File: src/rtl/core/tep_pkg.sv
// ----------------------------------------------------------------------------
// tep_pkg
// Shared widths, register codes, divider cell record and orbit unit records
// for the tricorn escape-time pixel core.
// ----------------------------------------------------------------------------
`default_nettype none

package tep_pkg;

   localparam int COORD_W         = 32;
   localparam int FRAC_BITS       = 28;
   localparam int ZOOM_FRAC       = 16;
   localparam int DIM_W           = 13;
   localparam int PIX_W           = 12;
   localparam int CNT_W           = 10;
   localparam int PAL_W           = 8;
   localparam int ZOOM_W          = 32;
   localparam int CSR_IDX_W       = 3;
   localparam int CSR_DATA_W      = 32;
   localparam int MAX_DIMENSION   = 4096;
   localparam int ITERATION_LIMIT = 1023;
   localparam int QUO_W           = 32;
   localparam int DIV_CELLS       = QUO_W;
   localparam int MAG_W           = 14;
   localparam int PRE_SHIFT       = ZOOM_FRAC + FRAC_BITS - QUO_W;
   localparam int DEN_W           = ZOOM_W + $clog2(MAX_DIMENSION);
   localparam int REM_W           = DEN_W;
   localparam int NXT_W           = 36;
   localparam int PROD_W          = 2 * COORD_W;

   localparam logic [CSR_IDX_W-1:0] REG_SCREEN_WIDTH  = 3'd0;
   localparam logic [CSR_IDX_W-1:0] REG_SCREEN_HEIGHT = 3'd1;
   localparam logic [CSR_IDX_W-1:0] REG_ZOOM_FACTOR   = 3'd2;
   localparam logic [CSR_IDX_W-1:0] REG_OFFSET_REAL   = 3'd3;
   localparam logic [CSR_IDX_W-1:0] REG_OFFSET_IMAG   = 3'd4;
   localparam logic [CSR_IDX_W-1:0] REG_ITERATION_CAP = 3'd5;

   localparam logic AXIS_RE = 1'b0;
   localparam logic AXIS_IM = 1'b1;

   localparam logic signed [COORD_W-1:0] COORD_MAX = {1'b0, {(COORD_W-1){1'b1}}};
   localparam logic signed [COORD_W-1:0] COORD_MIN = {1'b1, {(COORD_W-1){1'b0}}};

   typedef struct packed {
      logic              valid;
      logic              axis;
      logic              neg;
      logic              ovf;
      logic [REM_W-1:0]  rem;
      logic [DEN_W-1:0]  den;
      logic [QUO_W-1:0]  quo;
   } tep_div_type;

   typedef struct packed {
      logic                      start;
      logic signed [COORD_W-1:0] c_re;
      logic signed [COORD_W-1:0] c_im;
      logic [CNT_W-1:0]          cap;
   } tep_orbit_cmd_type;

   typedef struct packed {
      logic             done;
      logic [CNT_W-1:0] count;
   } tep_orbit_rsp_type;

   function automatic logic signed [COORD_W-1:0] sat_coord(
      input logic signed [COORD_W+1:0] v);
      logic signed [COORD_W-1:0] r;
      if (v > (COORD_W+2)'(COORD_MAX)) begin
         r = COORD_MAX;
      end else if (v < (COORD_W+2)'(COORD_MIN)) begin
         r = COORD_MIN;
      end else begin
         r = COORD_W'(v);
      end
      return r;
   endfunction

endpackage

`default_nettype wire

File: src/rtl/core/tep_div_cell.sv
// ----------------------------------------------------------------------------
// tep_div_cell
// One restoring-division cell: shifts the partial remainder, trial-subtracts
// the divisor and appends one quotient bit, then hands the record on.
// ----------------------------------------------------------------------------
`default_nettype none

module tep_div_cell (
   input  logic                 clock,
   input  logic                 reset,
   input  tep_pkg::tep_div_type prev_cell,
   output tep_pkg::tep_div_type next_cell
);

   logic [tep_pkg::REM_W:0] shifted;
   logic                    fits;
   tep_pkg::tep_div_type    stage_in;
   tep_pkg::tep_div_type    stage_ff;

   always_comb begin
      shifted  = {prev_cell.rem, 1'b0};
      fits     = shifted >= {1'b0, prev_cell.den};
      stage_in = prev_cell;
      if (fits) begin
         stage_in.rem = tep_pkg::REM_W'(shifted - {1'b0, prev_cell.den});
      end else begin
         stage_in.rem = shifted[tep_pkg::REM_W-1:0];
      end
      stage_in.quo = {prev_cell.quo[tep_pkg::QUO_W-2:0], fits};
   end

   always_ff @(posedge clock) begin
      stage_ff <= stage_in;
      if (reset) begin
         stage_ff.valid <= 1'b0;
      end
   end

   assign next_cell = stage_ff;

endmodule

`default_nettype wire

File: config.mk
export PLATFORM = sky130hd
export DESIGN_NAME = tep_div_cell
export DESIGN_NICKNAME = d
export VERILOG_FILES = /design/src/rtl/core/tep_pkg.sv /design/src/rtl/core/tep_div_cell.sv
export SDC_FILE = /design/constraint.sdc
export NUM_CORES = 1
export LEC_CHECK = 0
export BUFFER_PORTS_ARGS = -buffer_cell sky130_fd_sc_hd__buf_2
export CORE_ASPECT_RATIO = 0.7
export CORE_MARGIN = 2
export CORE_UTILIZATION = 40
export CTS_CLUSTER_SIZE = 10
export DETAILED_ROUTE_END_ITERATION = 8
export HOLD_SLACK_MARGIN = 0.15
export MAX_ROUTING_LAYER = met4
export PLACE_DENSITY = 0.69
export SLEW_MARGIN = 15
export SYNTH_ARGS = -nofsm -noshare
export SYNTH_HDL_FRONTEND = slang
export SYNTH_SLANG_ARGS = --single-unit
File: constraint.sdc
create_clock -name clock -period 3.9 [get_ports clock]
set_input_delay 0.78 -clock clock [delete_from_list [all_inputs] [get_ports clock]]
set_output_delay 0.78 -clock clock [all_outputs]
set_load 0.01 [all_outputs]
# Word-level counts from Yosys, hierarchy flattened
# Cells that the tools add are included.
[op_classes] addsub=1 magnitude_cmp=1 mux=1
[ops] cell="45-bit by 44-bit greater-or-equal comparator with 1-bit output" count=1
[ops] cell="44-bit two-way mux" count=1
[ops] cell="44-bit subtractor" count=1
[word_totals] ff_bits=124 word_cells=11 out_inout_bits=124

# Logic depth before layout (Yosys ltp)
# Gate-level depths: netlist of run 1.
[logic_depth] depth_word=2 depth_mapped=14

# Worst setup path before layout of run 1
# OpenSTA, ideal clock, no wires.
[synth_path] kind="input to register" start="input port prev_cell[59] (netlist name)" end="register stage_ff, in the netlist next_cell[100]" n_path_buf=3 setup_time_ns=0.121 stages=13 required_ns=3.779 slack_ns=0.729 arrival_ns=3.050 cell_sequence="inv_1 > ha_1 > clkbuf_2 > nand4_1 > nor4_1 > o311ai_2 > a21boi_2 > o21a_4 > nor2_8 > inv_2 > buf_6 > buf_12 > mux2_4"
[synth_lines] element="start, declared" line_no="tep_div_cell.sv:11" rtl="input tep_pkg::tep_div_type prev_cell,"
[synth_lines] element="end signal, assigned" line_no="tep_div_cell.sv:33" rtl="stage_ff <= stage_in;"
[synth_lines] element="end, declared" line_no="tep_div_cell.sv:18" rtl="tep_pkg::tep_div_type stage_ff;"

==> results of run 1 <==
[Yosys cell counts, types with 8 or more instances]
master / count / area, um2
a21oi_1: 54 / 270
mux2_4: 10 / 150
xnor2_1: 23 / 201
nor3_1: 15 / 75.1
ha_1: 44 / 551
nand4_1: 11 / 68.8
a21o_1: 17 / 128
o21ai_0: 38 / 190
nand3_1: 24 / 120
xor2_1: 10 / 87.6
o21a_1: 8 / 60.1
dfxtp_1: 124 / 2480
o31ai_1: 8 / 60.1
nor2_1: 36 / 135
nor2b_1: 9 / 56.3
mux2_2: 16 / 180
buf_2: 8 / 40.0
inv_1: 57 / 214
nand2_1: 42 / 158
[per-layer routing]
metal	vias up	global-route usage, %
li1	2801	-
met1	2551	28.2
met2	249	32.8
met3	15	6.05
met4	0	4.51
met5	-	-
[logic make-up (layout without fill, tap and decap cells)]
family / Yosys count / after routing / share of synthesized area (%)
AO/OA/AOI/OAI: 173 / 173 / 18.9
multiplexers: 29 / 29 / 6.02
adder cells (fa/ha/maj): 45 / 45 / 9.53
buffers and inverters: 78 / 351 / 5.66
AND/OR/NAND/NOR: 165 / 165 / 13.6
other: 0 / 1 / 0
flip-flops: 124 / 124 / 41.5
XOR/XNOR: 33 / 33 / 4.83
[placed cells by master (no fill, tap or decap), types with 4 or more instances in the layout]
master / count
buf_4: 11
xnor2_1: 23
clkbuf_16: 17
nor2b_1: 9
dfxtp_1: 124
o21ai_0: 37
nand2b_1: 6
nor2_1: 36
o21a_1: 8
o31ai_1: 8
bufinv_16: 4
buf_2: 248
mux2_2: 16
xor2_1: 10
nand3_1: 24
and3_1: 6
o211ai_1: 5
mux2_4: 10
ha_1: 44
a21oi_1: 54
nand4_1: 11
a21o_1: 17
a211oi_1: 6
nand2_1: 42
o21bai_1: 6
inv_1: 57
nor3_1: 15
[path summary, 6_finish.rpt]
| check | endpoint | slack, ns | cells past startpoint |
|---|---|---|---|
| min | next_cell[20]$_DFF_P_ | 0.46 | 1 |
| max | next_cell[104]$_DFF_P_ | 0.63 | 10 |
[report_power, final]
group	leakage [nW]	internal, mW	switching (mW)
Combinational	2.69	0.421	0.501
Clock	0.310	1.11	0.599
Sequential	1.05	1.41	0.0311
[stage by stage]
stage	hold WS, ns	utilization [%]	instances
2_1_floorplan	0.808	-	647
3_3_place_gp	0.882	50.9	1083
3_5_place_dp	0.884	50.9	1083
4_1_cts	0.451	55.3	1115
5_1_grt	0.444	55.3	1116
6_report	0.465	55.3	1116
[final cells by class]
class / instances / area (um2) / area share [%]
Antenna cell: 1 / 2.50 / 0.0308
Clock buffer: 19 / 453 / 5.58
Clock inverter: 13 / 189 / 2.33
Inverter: 58 / 218 / 2.68
Multi-Input combinational cell: 445 / 3160 / 39.0
Sequential cell: 124 / 2480 / 30.6
Tap cell: 195 / 244 / 3.01
Timing Repair Buffer: 261 / 1360 / 16.8
==> reports/metrics.cfg, run 1 <==
[timing]
fin_ws_ns = 0.631
finalCritPeriodShare_pct = 83.8
fin_setup_tns_ns = 0
slew_viol_final = 0
rsz0062_at_grt = false
relSlewSlack_pct = 47.6
worstMarginPinSlew_ns = 0.767
fmax_mhz = 306
min_period_ns = 3.27
setup_violations = 0
finalHoldViolations = 0

[detailed_routing]
wl_per_cell_um = 15.0
drt_first_pass_iters = 6
viasPerCell = 5.03
wl_met1_mm = 7.83
routed.top_layer = met4
vias = 5616
final_antenna_net_count = 0
drc = 0
wl_met3_mm = 1.42
routed-wl-met2_mm = 7.38
drtIter0Drc = 443
routed_wl_mm = 16.8

[worst_setup_path]
slowest_delay_ns = 0.61
critPathMaxFanout = 7
crit_start = prev_cell[59]
required_ns = 4.14
crit_chain = buf_2, inv_1, ha_1, nand4_1, nor4_1, o311ai_2, a21boi_2, o21a_4, nor2_8, o41ai_1
crit_family = compound AO/OA/AOI/OAI gates
start_kind = primary input
cp-end-kind = register
crit_type = primary input to register
cp_num_buf_inv = 2
arrival_ns = 3.51
slowest_stage = o41ai_1

[min_path]
hp-class = primary input to register
hp-start = prev_cell[19]

[floorplan]
io_pins = 250
start_util_pct = 40.8
die_x_um = 150
rows = 37
core_area_um2 = 14700
dieArea_um2 = 16000
die_h_um = 106

[placed_design]
placed_area_um2 = 7470
portBuffers = 248
hpwl_mm = 13.3
detailedPlace.worstSlack_ns = 0.234
finalWeightedCongestion = 0.913

[clock_tree]
cts_max_level = 4
tritoncts = yes
cts_inserted_buffers = 17
cts_hold_buffers = 0
cts_buffer_depth = 2
path_clk_slew_ns = 0.06
root_buffer = clkbuf_16
clkSinkCount = 124
cts_resized = 0
cts_setup_buffers = 0

[global_route]
grt_pass1_wl_mm = 26.0
grt_pass1_vias = 5351
antenna_found_initial = 1
grt_max_degree = 18
gr-total-overflow = 0
gr-usage-all-layers_pct = 21.4

[synth]
ys_seq_area_share_pct = 41.5
syn-num-nets = 818
synth_cells = 647
synth-seq-cells = 124
syn_area_um2 = 5990
synth_cell_types = 65
ys.warnings.count = 0
synth_edf_count = 0
async_flop_share_pct = 0
syn-mean-instance-area_um2 = 9.25
synth_flop_cell = dfxtp_1

[final_layout]
nets = 1078
fillers = 1331
largest_reg_flops = 124
layout-drive-gt1-share_pct = 36.3
area_growth_pct = 35.6
design_area_um2 = 8120

[run]
maxCapViolations = 0

[power_and_ir_drop]
leakage_nw = 4.05
p_total_mw = 4.07
ir_drop_v = 0.000272
p_per_area_nw_per_um2 = 501

[run_status]
outcome = completed

Note: power is estimated with default switching activity, not from simulation.
==> inputs of run 2 (changes only) <==
--- a/config.mk
+++ b/config.mk
@@ -13,7 +13,7 @@
 export DETAILED_ROUTE_END_ITERATION = 8
 export HOLD_SLACK_MARGIN = 0.15
 export MAX_ROUTING_LAYER = met4
-export PLACE_DENSITY = 0.69
+export PLACE_DENSITY = 0.71
 export SLEW_MARGIN = 15
 export SYNTH_ARGS = -nofsm -noshare
 export SYNTH_HDL_FRONTEND = slang
==> constraint.sdc (replaced) <==
create_clock -name clock -period 2.7 [get_ports clock]
set_input_delay 0.54 -clock clock [delete_from_list [all_inputs] [get_ports clock]]
set_output_delay 0.54 -clock clock [all_outputs]
set_load 0.01 [all_outputs]
==> reports/metrics.cfg, run 2 (same netlist as run 1, synthesis figures left out) <==
[timing]
fmax_mhz = 385
fin_ws_ns = 0.102  ; -0.530 ns
slew_viol_final = 0  ; unchanged
finalHoldViolations = 0  ; unchanged
relSlewSlack_pct = 60.3  ; +13 points
min_period_ns = 2.60
worstMarginPinSlew_ns = 0.580  ; -0.186 ns
setup_violations = 0  ; unchanged
rsz0062_at_grt = true
fin_setup_tns_ns = 0  ; unchanged
finalCritPeriodShare_pct = 96.2

[worst_setup_path]
arrival_ns = 2.90  ; -0.61 ns
cp-end-kind = register
crit_type = primary input to register
slowest_delay_ns = 0.35  ; -0.26 ns
endpoint = next_cell[87]$_DFF_P_
crit_start = prev_cell[41]
crit_top_cell = a21boi_2
required_ns = 3.00  ; -1.14 ns
crit_chain = buf_2, inv_1, ha_1, nand4_1, nor2_1, a21boi_2, o311ai_4, a21boi_2, o21a_4, nor2_8, inv_2, buf_12, mux2_2
start_kind = primary input
slowest_stage = ha_1
critPathMaxFanout = 11  ; +4

[detailed_routing]
routed_wl_mm = 18.0  ; +7.6%
drtIter0Drc = 298  ; -33%
final_antenna_net_count = 0  ; unchanged
wl_per_cell_um = 14.3  ; -4.6%
drc = 0  ; unchanged
drt_first_pass_iters = 4  ; -2
viasPerCell = 4.81  ; -4.4%
vias = 6050  ; +7.7%

[power_and_ir_drop]
swShare_pct = 28.1  ; +0.28 points
p_comb_share_pct = 26.8  ; +4.1 points
p_per_area_nw_per_um2 = 649  ; +30%
leakage_nw = 4.73  ; +17%
ir_drop_v = 0.000491  ; +81%
p_clk_share_pct = 39.3  ; -2.7 points
net-switching-power_mw = 1.72  ; +52%
seqPwrFrac_pct = 33.9  ; -1.5 points
p_total_mw = 6.14  ; +51%
internal_power_mw = 4.41  ; +50%

[global_route]
antenna_found_initial = 0  ; -1
gr-total-overflow = 0  ; unchanged
grt_max_degree = 17  ; -1
grt_pass1_vias = 5843  ; +9.2%
grt_pass1_wl_mm = 28.4  ; +9.5%
gr-usage-all-layers_pct = 23.2  ; +1.8 points

[clock_tree]
cts_hold_buffers = 0  ; unchanged
cts_max_level = 4  ; unchanged
cts_buffer_depth = 2  ; unchanged
cts_setup_buffers = 0  ; unchanged
cts_resized = 0  ; unchanged
root_buffer = clkbuf_16
path_clk_slew_ns = 0.06  ; about the same
cts_inserted_buffers = 17  ; unchanged
tritoncts = yes
clkSinkCount = 124  ; unchanged

[placed_design]
hpwl_mm = 14.5  ; +9.3%
finalWeightedCongestion = 0.896  ; -1.9%
detailedPlace.worstSlack_ns = -0.358  ; -0.592 ns
placed_area_um2 = 8800  ; +18%
portBuffers = 248  ; unchanged
dpl.cell_count = 1226  ; +13%

[final_layout]
area_growth_pct = 57.8
layout-drive-gt1-share_pct = 48.2  ; +12 points
mostFrequentLayoutCell = buf_2
final_cell_mix = 248 x buf_2, 154 x buf_4, 124 x dfxtp_1
largest_reg_flops = 124  ; unchanged
nets = 1221  ; +13%
antenna_cells = 0  ; -1
instances_no_fill = 1258  ; +13%
design_area_um2 = 9450  ; +16%

[run]
maxCapViolations = 0  ; unchanged

[floorplan]
die_x_um = 150  ; unchanged
start_util_pct = 40.8  ; unchanged
dieArea_um2 = 16000  ; unchanged
rows = 37  ; unchanged
core_area_um2 = 14700  ; unchanged
die_h_um = 106  ; unchanged
io_pins = 250  ; unchanged

[min_path]
hp-class = primary input to register
holdPathStages = 1  ; unchanged

[run_status]
outcome = completed

-- run 2: cell types whose count changed in the layout (fill, tap and decap cells not counted), sizes merged --
cell      before  now
buf          261  404
clkinv         5    0
clkbuf        19   21
clkinvlp       2    4
inv           60   62
bufinv         4    3
diode          1    0
-- run 2: worst min path at each step --
stage                   from                    end  slack (ns)
2_1_floorplan   prev_cell[9]  next_cell[10]$_DFF_P_        0.57
3_3_place_gp   prev_cell[21]  next_cell[22]$_DFF_P_        0.64
3_5_place_dp   prev_cell[11]  next_cell[12]$_DFF_P_        0.64
4_1_cts         prev_cell[8]   next_cell[9]$_DFF_P_        0.21
5_1_grt         prev_cell[2]   next_cell[3]$_DFF_P_        0.21
6_report       prev_cell[13]  next_cell[14]$_DFF_P_        0.22
-- run 2: area by class of cell --
class	instances	area, um2
well taps	195	244
multi-input cells	445	3420
fillers	1290	5230
clock buffers	21	470
clock inverters	11	155
flip-flops and latches	124	2480
repair buffers	404	2440
inverters	58	235
-- run 2: critical path, delay by kind of cell --
family                   cells  cell delay [ns]
AO/OA/AOI/OAI                4             0.85
AND/OR/NAND/NOR              3             0.41
buffers and inverters        4             0.40
adder cells (fa/ha/maj)      1             0.35
multiplexers                 1             0.35
-- run 2: per-layer routing --
layer / up-vias / track usage [%] / share of wire (%)
met5: - / - / 0
met2: 200 / 35.8 / 44
met3: 18 / 4.33 / 5.5
met4: 0 / 6.74 / 1.3
li1: 3095 / - / -
met1: 2737 / 31.1 / 49
-- run 2: metrics by stage --
stage                     util, %  hold slack (ns)
after CTS                    64.2            0.207
after global placement       60.0            0.642
after detailed placement     60.0            0.644
final                        64.4            0.220
after global routing         64.4            0.207
after floorplan                 -            0.568
-- run 2: power groups by stage --
| stage | combinational (mW) | clock (mW) | sequential, mW |
|---|---|---|---|
| after global routing | 1.79 | 2.55 | 2.10 |
| after detailed placement | 1.63 | 0 | 2.12 |
| after CTS | 1.64 | 2.47 | 2.08 |
| final | 1.64 | 2.41 | 2.08 |
| after global placement | 1.60 | 0 | 2.12 |
| after floorplan | 0.775 | 0 | 2.24 |
